$ cat src/rtl/core/m3inv_pkg.sv
// Shared types, codes and address helpers for the 3x3 matrix inverse and solve block.
// Used by m3inv_ctrl, m3inv_dp and the top level; depends on nothing.
package m3inv_pkg;

    // Default widths of the fixed-point format.
    localparam int DATA_WIDTH_DEF = 32;
    localparam int FRAC_BITS_DEF  = 16;

    // Number of entries in the matrix store and in the cofactor store.
    localparam int MAT_N = 9;

    // Operation codes carried in the mode field of an input word.
    localparam logic [1:0] MODE_LOAD  = 2'd0;
    localparam logic [1:0] MODE_DET   = 2'd1;
    localparam logic [1:0] MODE_INV   = 2'd2;
    localparam logic [1:0] MODE_SOLVE = 2'd3;

    // A load with this row select is dropped.
    localparam logic [1:0] ROW_NONE = 2'd3;

    // Multiplier operand sources.
    localparam logic [1:0] MSRC_CROSS = 2'd0;
    localparam logic [1:0] MSRC_DET   = 2'd1;
    localparam logic [1:0] MSRC_SOLVE = 2'd2;

    // Divider numerator sources.
    localparam logic DSRC_ADJ = 1'b0;
    localparam logic DSRC_ACC = 1'b1;

    // Pair of matrix store addresses for one product.
    typedef struct packed {
        logic [3:0] a;
        logic [3:0] b;
    } t_mat_pair;

    // Commands from the controller to the datapath.
    typedef struct packed {
        logic       in_load;
        logic       mem_we;
        logic [3:0] mem_wa;
        logic [1:0] mem_col;
        logic [3:0] mat_ra;
        logic [3:0] mat_rb;
        logic [3:0] adj_ra;
        logic       mul_load;
        logic [1:0] mul_src;
        logic [1:0] vsel;
        logic       acc_clr;
        logic       mul_neg;
        logic       mul_step;
        logic       mul_top;
        logic       adj_we;
        logic [3:0] adj_wa;
        logic       det_we;
        logic       div_load;
        logic       div_src;
        logic       div_step;
        logic       div_first;
        logic       res_we;
        logic [1:0] res_idx;
        logic       res_zero;
        logic       out_load;
        logic       out_det;
        logic [1:0] out_row;
        logic       out_sing;
        logic       out_last;
    } t_dp_cmd;

    // Status from the datapath to the controller.
    typedef struct packed {
        logic det_zero;
        logic can_push;
    } t_dp_status;

    // Next index modulo three.
    function automatic logic [1:0] nxt3(input logic [1:0] v);
        logic [1:0] r;
        case (v)
            2'd0:    r = 2'd1;
            2'd1:    r = 2'd2;
            default: r = 2'd0;
        endcase
        return r;
    endfunction

    // Row-major address of element (row, col).
    function automatic logic [3:0] mat_addr(input logic [1:0] row, input logic [1:0] col);
        logic [3:0] r4;
        r4 = {2'b00, row};
        return (r4 << 1) + r4 + {2'b00, col};
    endfunction

    // Operand addresses of one term of cofactor (i, j). Column j selects the row pair
    // (j+1, j+2); component i takes elements (i+1, i+2). Term 1 is subtracted.
    function automatic t_mat_pair adj_term(input logic [1:0] i, input logic [1:0] j,
                                           input logic t);
        logic [1:0] p;
        logic [1:0] q;
        logic [1:0] e1;
        logic [1:0] e2;
        t_mat_pair  r;
        p  = nxt3(j);
        q  = nxt3(p);
        e1 = nxt3(i);
        e2 = nxt3(e1);
        r.a = t ? mat_addr(p, e2) : mat_addr(p, e1);
        r.b = t ? mat_addr(q, e1) : mat_addr(q, e2);
        return r;
    endfunction

endpackage

$ cat src/rtl/core/m3inv_ctrl.sv
// Sequencer of the 3x3 matrix inverse and solve block: handshake on the input side
// and the command stream to the datapath. Depends on m3inv_pkg.
module m3inv_ctrl
    import m3inv_pkg::*;
#(
    parameter int DATA_WIDTH = DATA_WIDTH_DEF
) (
    input  logic       i_clk,
    input  logic       i_rst_n,
    input  logic       i_valid,
    output logic       o_stall,
    input  logic [1:0] i_mode,
    input  logic [1:0] i_row_select,
    input  t_dp_status i_status,
    output t_dp_cmd    o_cmd
);

    localparam int NDIG = (DATA_WIDTH + 7) / 8;
    localparam int CNTW = $clog2(DATA_WIDTH + 1);

    localparam logic [3:0] ST_IDLE   = 4'd0;
    localparam logic [3:0] ST_LOAD   = 4'd1;
    localparam logic [3:0] ST_RD     = 4'd2;
    localparam logic [3:0] ST_LD     = 4'd3;
    localparam logic [3:0] ST_MUL    = 4'd4;
    localparam logic [3:0] ST_WB     = 4'd5;
    localparam logic [3:0] ST_DECIDE = 4'd6;
    localparam logic [3:0] ST_DRD    = 4'd7;
    localparam logic [3:0] ST_DLD    = 4'd8;
    localparam logic [3:0] ST_DIV    = 4'd9;
    localparam logic [3:0] ST_RES    = 4'd10;
    localparam logic [3:0] ST_PUSH   = 4'd11;

    localparam logic [1:0] PH_CROSS = 2'd0;
    localparam logic [1:0] PH_DET   = 2'd1;
    localparam logic [1:0] PH_SNUM  = 2'd2;

    logic [3:0]      r_state, n_state;
    logic [1:0]      r_ph, n_ph;
    logic [1:0]      r_mode, n_mode;
    logic [1:0]      r_row, n_row;
    logic [1:0]      r_i, n_i;
    logic [1:0]      r_j, n_j;
    logic [1:0]      r_t, n_t;
    logic [CNTW-1:0] r_cnt, n_cnt;
    t_mat_pair       pr;

    // Next state and command decode.
    always_comb begin
        n_state = r_state;
        n_ph    = r_ph;
        n_mode  = r_mode;
        n_row   = r_row;
        n_i     = r_i;
        n_j     = r_j;
        n_t     = r_t;
        n_cnt   = r_cnt;
        o_cmd   = '0;
        o_stall = (r_state != ST_IDLE);
        pr      = adj_term(r_i, r_j, r_t[0]);

        case (r_state)
            ST_IDLE: begin
                if (i_valid) begin
                    o_cmd.in_load = 1'b1;
                    n_mode = i_mode;
                    n_row  = i_row_select;
                    n_i    = 2'd0;
                    n_j    = 2'd0;
                    n_t    = 2'd0;
                    n_ph   = PH_CROSS;
                    if (i_mode == MODE_LOAD) begin
                        if (i_row_select != ROW_NONE) n_state = ST_LOAD;
                    end else begin
                        n_state = ST_RD;
                    end
                end
            end
            // One matrix entry written per cycle.
            ST_LOAD: begin
                o_cmd.mem_we  = 1'b1;
                o_cmd.mem_wa  = mat_addr(r_row, r_j);
                o_cmd.mem_col = r_j;
                if (r_j == 2'd2) n_state = ST_IDLE;
                else n_j = r_j + 2'd1;
            end
            ST_RD: begin
                case (r_ph)
                    PH_CROSS: begin
                        o_cmd.mat_ra = pr.a;
                        o_cmd.mat_rb = pr.b;
                    end
                    PH_DET: begin
                        o_cmd.adj_ra = mat_addr(r_t, 2'd0);
                        o_cmd.mat_rb = mat_addr(2'd0, r_t);
                    end
                    default: begin
                        o_cmd.adj_ra = mat_addr(r_i, r_t);
                    end
                endcase
                n_state = ST_LD;
            end
            ST_LD: begin
                o_cmd.mul_load = 1'b1;
                o_cmd.acc_clr  = (r_t == 2'd0);
                o_cmd.mul_neg  = (r_ph == PH_CROSS) && r_t[0];
                o_cmd.vsel     = r_t;
                case (r_ph)
                    PH_CROSS: o_cmd.mul_src = MSRC_CROSS;
                    PH_DET:   o_cmd.mul_src = MSRC_DET;
                    default:  o_cmd.mul_src = MSRC_SOLVE;
                endcase
                n_cnt   = '0;
                n_state = ST_MUL;
            end
            // One eight-bit digit of the multiplier per cycle.
            ST_MUL: begin
                o_cmd.mul_step = 1'b1;
                o_cmd.mul_top  = (r_cnt == CNTW'(NDIG - 1));
                if (r_cnt == CNTW'(NDIG - 1)) begin
                    if (((r_ph == PH_CROSS) && r_t[0]) || (r_t == 2'd2)) begin
                        n_state = ST_WB;
                    end else begin
                        n_t     = r_t + 2'd1;
                        n_state = ST_RD;
                    end
                end else begin
                    n_cnt = r_cnt + CNTW'(1);
                end
            end
            ST_WB: begin
                case (r_ph)
                    PH_CROSS: begin
                        o_cmd.adj_we = 1'b1;
                        o_cmd.adj_wa = mat_addr(r_i, r_j);
                        n_t = 2'd0;
                        if (r_j == 2'd2) begin
                            n_j = 2'd0;
                            if (r_i == 2'd2) begin
                                n_i  = 2'd0;
                                n_ph = PH_DET;
                            end else begin
                                n_i = r_i + 2'd1;
                            end
                        end else begin
                            n_j = r_j + 2'd1;
                        end
                        n_state = ST_RD;
                    end
                    PH_DET: begin
                        o_cmd.det_we = 1'b1;
                        n_state = ST_DECIDE;
                    end
                    default: begin
                        o_cmd.div_load = 1'b1;
                        o_cmd.div_src  = DSRC_ACC;
                        n_cnt   = '0;
                        n_state = ST_DIV;
                    end
                endcase
            end
            ST_DECIDE: begin
                n_i = 2'd0;
                n_j = 2'd0;
                n_t = 2'd0;
                if (r_mode == MODE_DET) begin
                    n_state = ST_PUSH;
                end else if (i_status.det_zero) begin
                    o_cmd.res_zero = 1'b1;
                    n_state = ST_PUSH;
                end else if (r_mode == MODE_INV) begin
                    n_state = ST_DRD;
                end else begin
                    n_ph    = PH_SNUM;
                    n_state = ST_RD;
                end
            end
            ST_DRD: begin
                o_cmd.adj_ra = mat_addr(r_i, r_j);
                n_state = ST_DLD;
            end
            ST_DLD: begin
                o_cmd.div_load = 1'b1;
                o_cmd.div_src  = DSRC_ADJ;
                n_cnt   = '0;
                n_state = ST_DIV;
            end
            // Overflow check, then one quotient bit per cycle.
            ST_DIV: begin
                o_cmd.div_step  = 1'b1;
                o_cmd.div_first = (r_cnt == '0);
                if (r_cnt == CNTW'(DATA_WIDTH)) n_state = ST_RES;
                else n_cnt = r_cnt + CNTW'(1);
            end
            ST_RES: begin
                o_cmd.res_we = 1'b1;
                if (r_mode == MODE_INV) begin
                    o_cmd.res_idx = r_j;
                    if (r_j == 2'd2) begin
                        n_state = ST_PUSH;
                    end else begin
                        n_j     = r_j + 2'd1;
                        n_state = ST_DRD;
                    end
                end else begin
                    o_cmd.res_idx = r_i;
                    if (r_i == 2'd2) begin
                        n_state = ST_PUSH;
                    end else begin
                        n_i     = r_i + 2'd1;
                        n_t     = 2'd0;
                        n_state = ST_RD;
                    end
                end
            end
            // Hand a result word to the output register once it is free.
            ST_PUSH: begin
                if (i_status.can_push) begin
                    o_cmd.out_load = 1'b1;
                    o_cmd.out_det  = (r_mode == MODE_DET);
                    o_cmd.out_row  = (r_mode == MODE_INV) ? r_i : 2'd0;
                    o_cmd.out_sing = (r_mode != MODE_DET) && i_status.det_zero;
                    o_cmd.out_last = (r_mode != MODE_INV) || (r_i == 2'd2);
                    if ((r_mode == MODE_INV) && (r_i != 2'd2)) begin
                        n_i     = r_i + 2'd1;
                        n_j     = 2'd0;
                        n_state = i_status.det_zero ? ST_PUSH : ST_DRD;
                    end else begin
                        n_state = ST_IDLE;
                    end
                end
            end
            default: begin
                n_state = ST_IDLE;
            end
        endcase
    end

    // State registers.
    always_ff @(posedge i_clk) begin
        if (!i_rst_n) begin
            r_state <= ST_IDLE;
            r_ph    <= PH_CROSS;
            r_mode  <= MODE_LOAD;
            r_row   <= 2'd0;
            r_i     <= 2'd0;
            r_j     <= 2'd0;
            r_t     <= 2'd0;
            r_cnt   <= '0;
        end else begin
            r_state <= n_state;
            r_ph    <= n_ph;
            r_mode  <= n_mode;
            r_row   <= n_row;
            r_i     <= n_i;
            r_j     <= n_j;
            r_t     <= n_t;
            r_cnt   <= n_cnt;
        end
    end

endmodule

$ cat config.mk
export PLATFORM = sky130hd
export DESIGN_NAME = m3inv_ctrl
export DESIGN_NICKNAME = d
export VERILOG_FILES = /design/src/rtl/core/m3inv_pkg.sv /design/src/rtl/core/m3inv_ctrl.sv
export SDC_FILE = /design/constraint.sdc
export NUM_CORES = 1
export LEC_CHECK = 0
export BUFFER_PORTS_ARGS = -buffer_cell sky130_fd_sc_hd__clkbuf_2
export CAP_MARGIN = 15
export CORE_UTILIZATION = 45
export DETAILED_ROUTE_END_ITERATION = 16
export PLACE_DENSITY_LB_ADDON = 0.3
export SKIP_LAST_GASP = 1
export SYNTH_ARGS = -nofsm -noshare
export SYNTH_HDL_FRONTEND = slang
export SYNTH_SLANG_ARGS = --single-unit
$ cat constraint.sdc
create_clock -name i_clk -period 2 [get_ports i_clk]
set_input_delay 0 -clock i_clk [delete_from_list [all_inputs] [get_ports i_clk]]
set_output_delay 0 -clock i_clk [all_outputs]
set_load 0.005 [all_outputs]
# Yosys cells after proc, flatten, opt, wreduce, memory -nomap -nowiden
# Cells that the tools add are included.
# word_totals
output_inout_bits,50
input_bits,9
wordCells,182
regBits,22
# classes
n_reduce_logical,29
addsub,16
mux,82
n_eq_ne,47
# ops
op,n
$mux W4,17
$mux W2,30
$pmux W4 S12,1
$ne A2 B2 Y1 const B,22
$mux W6,6
$pmux W4 S2,4
$add A4 B2 Y4,7
$pmux W2 S2,6
$pmux W6 S4,1
$add A3 B2 Y4,5
$pmux W2 S5,2
$eq A4 B3 Y1 const B,4
$eq A4 B4 Y1 const B,4
$reduce_and A8 Y1,2
$logic_not A2 Y1,7
$mux W7,2
$eq A2 B1 Y1 const B,6
$pmux W2 S6,1
$reduce_and A6 Y1,2
$reduce_bool A5 Y1,2
$mux W3,3
$eq A2 B2 Y1 const B,4
$eq A4 B2 Y1 const B,2
$mux W8,1
21 further kinds,33

# Longest topological paths before layout
# Gate-level depths: netlist (run 1).
# depth
depth_word,9
depth_mapped,9
mapped_depth_nobuf,9

# Least setup slack after synthesis (run 1)
# OpenSTA, ideal clock, no wires.
# synth_timing
path_type,reg2out
start,reg r_i[0]
end,out o_cmd[31] (netlist bit)
path_stages_with_launch,6
required_time_ns,2.000
arrival_time_ns,1.878
setup_slack_ns,0.122
path_buffers,0
cell_sequence,dfxtp_1 > inv_1 > ha_1 > fa_1 > a221o_1 > a22o_1
# synth_lines
item,line_no,source
"start, declared",m3inv_ctrl.sv:42,"logic [1:0] r_i, n_i;"
"start signal, assigned",m3inv_ctrl.sv:255,r_i <= n_i;
"end, declared",m3inv_ctrl.sv:15,output t_dp_cmd o_cmd

==> out/results.md, run 1 <==
• synthesized instance count: 355
• post-synth top area cell: dfxtp_1
• via-per-instance ratio: 5.942
• Max-Slew Margin vs Limit: 62.99%
• dpl ws: 0.01978 ns
• HPWL after detailed placement: 6509 µm
• nature of the critical path endpoint: primary output
• placed cells: 510
• final weighted congestion of routability-driven global placement: 0.9005
• clock insertion delay at the later pin of the skew report: 0.27 ns
• required time reported for the critical path endpoint: 2.00 ns
• Max Used Layer: met4
• part of the power in the clock network: 7.5%
• DRC Markers: 0
• clock tree from TritonCTS: built
• clock root buffer: clkbuf_8
• commonest non-fill, non-tap cell in the layout: clkbuf_2
• crit path time final: 2.145 ns
• initial antenna violation count: 0
• core area: 5991 µm²
• summed instance area of the synthesized netlist: 2829 µm²
• total setup violations reported at the end of the flow: 8
• Power Density: 1167 nW/µm²
• register area: 456.7 µm²
• area used by multi-input combinational logic: 2395 µm²
• Crit path arrival time: 2.14 ns
• worst-case hold slack: 0.1403 ns
• reg2reg path depth: 7
• Mapped Nets: 396
• met1 routed wirelength after detailed routing: 3914 µm
• Mapped Avg Cell Area: 7.969 µm²
• Power Internal: 2.416 mW
• area growth from synthesis to layout: 36.84%
• placed cell area: 3400 µm²
• Clock Path Buffers: 2
• maximum number of pins on one net before global-route repair: 26
• Post-layout nets: 497
• all-layer global routing usage: 26.47%
• violated checks: setup timing
• Filler Cell Count: 492
• number of clock buffers inserted by TritonCTS: 3
• wire length per cell after detailed routing: 17.18 µm
• outcome: finished with violations
• Congestion Overflow GR: 0
• Cell variety after synth: 83
• proportion of synthesized chip area in sequential cells: 15.57%
• count of non-filler cells in the finished layout: 530
• clock-pin slew of the registers on the worst-case setup and hold paths: 0.09 ns
• sw power: 2.103 mW
• post-route setup TNS: -0.4988 ns
• # Max-Cap Violations: 0
• Area contributors post-synth: dfxtp_1 (16%), ha_1 (11%), nand2_1 (5.7%), fa_1 (4.2%), a21oi_1 (3.9%)
• wire length on met3: 567 µm
• Worst Setup Start Kind: flop
• die footprint: 6607 µm²
• crit path kind: reg2out
• final design utilization: 64.62%
• maximum fanout encountered on the critical timing path: 4
• top_reg_cell synth: dfxtp_1
• number of global-route vias before repair: 2859
• Iter 0 DRT Violations: 176
• leak pwr: 1.726 nW
• TritonRoute pass-1 iters: 5
• class of the worst hold path: in2reg
• worst supply voltage drop on vdd: 0.9037 mV
• Met2 Routed Length: 4429 µm
• share of the clock period used by the worst path: 107.2%
• number of diodes added for antenna fixing: 0
• total power after layout: 4.519 mW
• async set or reset register ratio after synthesis: 0%
• most frequent cells in the layout: clkbuf_2 (51), buf_4 (48), nand2_1 (40)
• Max Slew Vio Count: 0
• final hold violation count: 0
• die span in y: 81.29 µm
• width of the chip: 81.29 µm
• number of enable-type register cells in the synthesized netlist: 0
• design area: 3871 µm²
• post-detailed-routing wire length: 9108 µm
• net switching share of the total power: 46.54%
• share of layout cells above drive strength 1: 42.42%
• number of warnings printed during yosys synthesis: 0
• number of flip-flops and latches in the synthesized netlist: 22
• worst-case setup margin in the final layout: -0.1447 ns
• vias after detailed routing: 3149
• Clock H-tree levels: 1
• fmax: 466.3 MHz
• count of pins on the block boundary: 59
• IO buf count: 58
• clock sinks: 22
• starting density of the core: 47.22%
• slew of the pin with the lowest slew margin: 0.5544 ns
• RSZ-0062 raised after global routing: true
• count of nets left with antenna violations after detail routing: 0
• combinational power share: 78.2%
• area share of the largest cell type after synthesis: 15.57%
• first-pass GRT wire length: 13680 µm
• relative contribution of sequential cells to total power: 14.3%
• standard-cell row count: 28
• cell depth of the worst min-delay path: 3
• worst clock skew on the final layout: 0.002334 ns
-- repair_timing --
action / CTS / global route
pin swaps: 6 / 33
buffers inserted: 3 / 10
hold buffers: 4 / 0
gates cloned: 0 / 0
setup endpoints to repair: 11 / 24
gates resized for setup: 39 / 45
endpoints found under the hold margin: 4 / 0
-- path summary, 6_finish.rpt --
| check | end | from | slack, ns |
|---|---|---|---|
| worst max-delay path | o_cmd[40] | r_j[1]$_SDFFE_PN0P_ | -0.14 |
| worst min-delay path | r_state[1]$_SDFFE_PN0P_ | i_status[0] | 0.14 |
| worst max register to register | r_state[1]$_SDFFE_PN0P_ | r_j[1]$_SDFFE_PN0P_ | 0.07 |
| worst min register to register | r_row[1]$_SDFFE_PN0P_ | r_row[1]$_SDFFE_PN0P_ | 0.51 |
-- sequential cells by signal, indices dropped and copies added, names as in the netlist --
signal and count:
r_j 2, r_row 2, r_i 2, r_ph 2, r_t 2, r_state 4, r_mode 2, r_cnt 6
-- worst max-delay path, cell delays in order (launching register included) --
cell     delay (ns)
dfxtp_2        0.37
inv_4          0.06
ha_4           0.18
buf_6          0.13
ha_4           0.25
ha_4           0.26
a21oi_2        0.06
nor2_1         0.20
xnor2_1        0.11
nor2_1         0.13
buf_2          0.14
-- layout make-up --
class                           instances  share of cell area, %
Clock buffer                            4                  1.422
Inverter                               31                  3.264
Multi-Input combinational cell        284                  61.86
Sequential cell                        22                  11.80
Tap cell                               75                  2.424
Timing Repair Buffer                  114                  19.23
-- Yosys cell counts, drive strengths merged, types with 5 or more instances --
library cell,n
nand2,44
inv,30
nor2,27
ha,26
a21oi,22
dfxtp,22
and3,12
buf,9
clkbuf,9
nand2b,9
nor3,9
o21ai,9
and2,8
nand3,8
fa,6
nor2b,6
a22oi,5
mux2i,5
-- metal layers --
| metal | track usage, % | vias to the layer above |
|---|---|---|
| li1 | - | 1482 |
| met1 | 34.70 | 1501 |
| met2 | 44.83 | 148 |
| met3 | 3.483 | 18 |
| met4 | 7.500 | 0 |
| met5 | 0 | - |
-- power by group through the flow --
| stage | sequential [mW] | combinational (mW) | clock (mW) |
|---|---|---|---|
| CTS | 0.632 | 2.95 | 0.339 |
| global placement | 0.604 | 2.58 | 0 |
| global route | 0.660 | 3.85 | 0.358 |
| finish | 0.647 | 3.53 | 0.340 |
| floorplan | 0.648 | 1.81 | 0 |
| detailed placement | 0.609 | 2.64 | 0 |
-- kinds of logic (layout without fill, tap and decap cells) --
logic type      count (synthesis)  after routing  share of synthesized area, %
mux                             7              7                         2.565
flops                          22             22                         15.57
buf+inv                        49            149                         8.580
compound gates                 80             80                         21.76
xor+xnor                        8              8                         2.477
fa+ha+maj                      32             32                         15.75
simple gates                  157            157                         33.30
No activity file was read; power rests on OpenSTA's default activity.
==> run 2: changes to the inputs <==
==> constraint.sdc (replaced) <==
create_clock -name i_clk -period 2 [get_ports i_clk]
set_input_delay 0.4 -clock i_clk [delete_from_list [all_inputs] [get_ports i_clk]]
set_output_delay 0.4 -clock i_clk [all_outputs]
set_load 0.005 [all_outputs]
==> run 2 against run 1 <==
  * The flow still finishes with violations (setup timing)
  * Non-clock buffer count increased by 32
  * Clock power is essentially flat
  * Sequential share of layout area down 0.87 points
  * Die area unchanged
  * Design area up 11%
  * Wire length up 12%
  * Setup slack got worse by 0.29 ns
  * Global-route usage increased by 3.6 points
  * Critical path type unchanged
  * Critical endpoint is now o_cmd[45]
  * Largest power group unchanged
==> out/results.md, run 2 (synthesis gave the netlist of run 1 again) <==
• Power Density: 1206 nW/µm², was 1167 nW/µm²
• post-detailed-routing wire length: 10180 µm, was 9108 µm
• design area: 4284 µm², was 3871 µm²
• Congestion Overflow GR: 0, unchanged
• required time reported for the critical path endpoint: 1.60 ns, was 2.00 ns
• Clock Path Buffers: 2, unchanged
• count of pins on the block boundary: 59, unchanged
• share of layout cells above drive strength 1: 50.72%, was 42.42%
• Clock H-tree levels: 1, unchanged
• worst-case setup margin in the final layout: -0.4307 ns, was -0.1447 ns
• post-route setup TNS: -4.767 ns, was -0.4988 ns
• total power after layout: 5.167 mW, was 4.519 mW
• slew of the pin with the lowest slew margin: 0.3872 ns, was 0.5544 ns
• HPWL after detailed placement: 7097 µm, was 6509 µm
• Cell Chain, Critical Path: fa_1 -> ha_1 -> inv_1 -> fa_2 -> nor2b_1 -> clkbuf_2, was inv_4 -> ha_4 -> buf_6 -> ha_4 -> ha_4 -> a21oi_2 -> nor2_1 -> xnor2_1 -> nor2_1 -> buf_2
• number of cells on the critical path: 6, was 10
• clock-pin slew of the registers on the worst-case setup and hold paths: 0.09 ns, about the same
• Reg with most FFs: r_cnt, unchanged
• crit path from: r_j[1]$_SDFFE_PN0P_, unchanged
• area growth from synthesis to layout: 51.44%, was 36.84%
• clock insertion delay at the later pin of the skew report: 0.27 ns, about the same
• # Max-Cap Violations: 0, unchanged
• initial antenna violation count: 0, unchanged
• fmax: 411.4 MHz, was 466.3 MHz
• Hold Buf Count CTS: 0, was 4
• starting density of the core: 47.22%, unchanged
• worst supply voltage drop on vdd: 0.7321 mV, was 0.9037 mV
• total buffers and inverters traversed by the critical path: 2, was 3
• share of the clock period used by the worst path: 121.5%, was 107.2%
• worst clock skew on the final layout: 0.001776 ns, was 0.002334 ns
• clock sinks: 22, unchanged
• placed cell area: 3664 µm², was 3400 µm²
• flip-flop count of the largest register, all copies and words added: 6, unchanged
• commonest non-fill, non-tap cell in the layout: buf_4, was clkbuf_2
• Post-layout nets: 529, was 497
• count of non-filler cells in the finished layout: 562, was 530
• all-layer global routing usage: 30.10%, was 26.47%
• first-pass GRT wire length: 15270 µm, was 13680 µm
• count of nets left with antenna violations after detail routing: 0, unchanged
• IO buf count: 58, unchanged
• final design utilization: 71.51%, was 64.62%
• class of the worst hold path: in2reg, unchanged
• Max Slew Vio Count: 0, unchanged
• DRC Markers: 0, unchanged
• number of clock buffers inserted by TritonCTS: 3, unchanged
• leak pwr: 1.946 nW, was 1.726 nW
• cell depth of the worst min-delay path: 3, unchanged
• reg2reg path depth: 11, was 7
• Iter 0 DRT Violations: 239, was 176
• Crit path arrival time: 2.03 ns, was 2.14 ns
• maximum single-stage delay on the critical path: 0.43 ns, was 0.37 ns
• most frequent cells in the layout: buf_4 (79), clkbuf_2 (48), nand2_1 (38), was clkbuf_2 (51), buf_4 (48), nand2_1 (40)
• vias after detailed routing: 3363, was 3149
• placed cells: 529, was 510
• slowest cell on the critical path: fa_1, was dfxtp_2
• RSZ-0062 raised after global routing: true, unchanged
• Max-Slew Margin vs Limit: 73.45%, was 62.99%
• final hold violation count: 0, unchanged
• maximum fanout encountered on the critical timing path: 4, unchanged
• via-per-instance ratio: 5.984, was 5.942
• cell family contributing the most delay on the critical path: adder cells, unchanged
• end of the worst register-to-register path: r_j[0]$_SDFFE_PN0P_, was r_state[1]$_SDFFE_PN0P_
• final weighted congestion of routability-driven global placement: 0.9520, was 0.9005
• reg-to-reg critical path startpoint: r_i[0]$_SDFFE_PN0P_, was r_j[1]$_SDFFE_PN0P_
• clock tree from TritonCTS: built, unchanged
• core area: 5991 µm², unchanged
• TritonRoute pass-1 iters: 5, unchanged
• number of global-route vias before repair: 3097, was 2859
• maximum number of pins on one net before global-route repair: 14, was 26
• nature of the critical path endpoint: primary output, unchanged
• clock root buffer: clkbuf_8, unchanged
• crit path kind: reg2out, unchanged
• violated checks: setup timing, unchanged
• register-to-register setup slack: -0.02 ns, was 0.07 ns
• wire length per cell after detailed routing: 18.11 µm, was 17.18 µm
• die footprint: 6607 µm², unchanged
• outcome: finished with violations, unchanged
• capturing instance or port of the critical path: o_cmd[45], was o_cmd[40]
• largest registers: r_cnt x6, r_state x4, unchanged
• crit path time final: 2.431 ns, was 2.145 ns
• standard-cell row count: 28, unchanged
• width of the chip: 81.29 µm, unchanged
• die span in y: 81.29 µm, unchanged
• Worst Setup Start Kind: flop, unchanged
• number of diodes added for antenna fixing: 0, unchanged
• total setup violations reported at the end of the flow: 18, was 8
## run 2: metrics by stage
stage	worst slack, ns	hold WS (ns)
floorplan	-0.03193	0.4702
global placement	-0.1221	0.4894
detailed placement	-0.1882	0.5004
CTS	-0.4213	0.3623
global route	-0.4925	0.3936
finish	-0.4307	0.3715
## run 2: final cells by class
cell class / count / area [µm²]
multi-input combinational: 284 / 2491
fill: 436 / 1707
timing repair buffer: 146 / 1045
sequential: 22 / 467.9
inverter: 31 / 131.4
tap: 75 / 93.84
clock buffer: 4 / 55.05
## run 2: how the worst min path moves through the flow
| stage | startpoint | to | slack [ns] |
|---|---|---|---|
| floorplan | r_row[1]$_SDFFE_PN0P_ | r_row[1]$_SDFFE_PN0P_ | 0.47 |
| global placement | r_cnt[0]$_SDFFE_PN0P_ | r_cnt[0]$_SDFFE_PN0P_ | 0.49 |
| CTS | i_row_select[0] | r_row[0]$_SDFFE_PN0P_ | 0.36 |
| finish | i_row_select[0] | r_row[0]$_SDFFE_PN0P_ | 0.37 |
| detailed placement | r_cnt[1]$_SDFFE_PN0P_ | r_cnt[1]$_SDFFE_PN0P_ | 0.50 |
| global route | i_row_select[0] | r_row[0]$_SDFFE_PN0P_ | 0.39 |
## run 2: what timing repair did
item                                    4_1_cts  5_1_grt
gates cloned                                  1        1
pin swaps                                    19       25
resized for setup                            41       46
setup buffers                                 9       21
endpoints found under the setup margin       28       42
## run 2: tightest hold or removal path: cells and delay by family
kind | cells | cell delay [ns]
buf+inv | 1 | 0.09
compound gates | 1 | 0.06
simple gates | 1 | 0.06
## run 2: layer usage
layer | global-route usage, % | wire [µm]
met5 | 0 | 0
met4 | 10.89 | 208
met3 | 4.382 | 664
met2 | 51.92 | 5092
met1 | 37.54 | 4212
## run 2: power by group
part	switching, mW	internal [mW]
Sequential	0.126	0.543
Combinational	2.02	2.14
Clock	0.165	0.176
Total	2.31	2.86
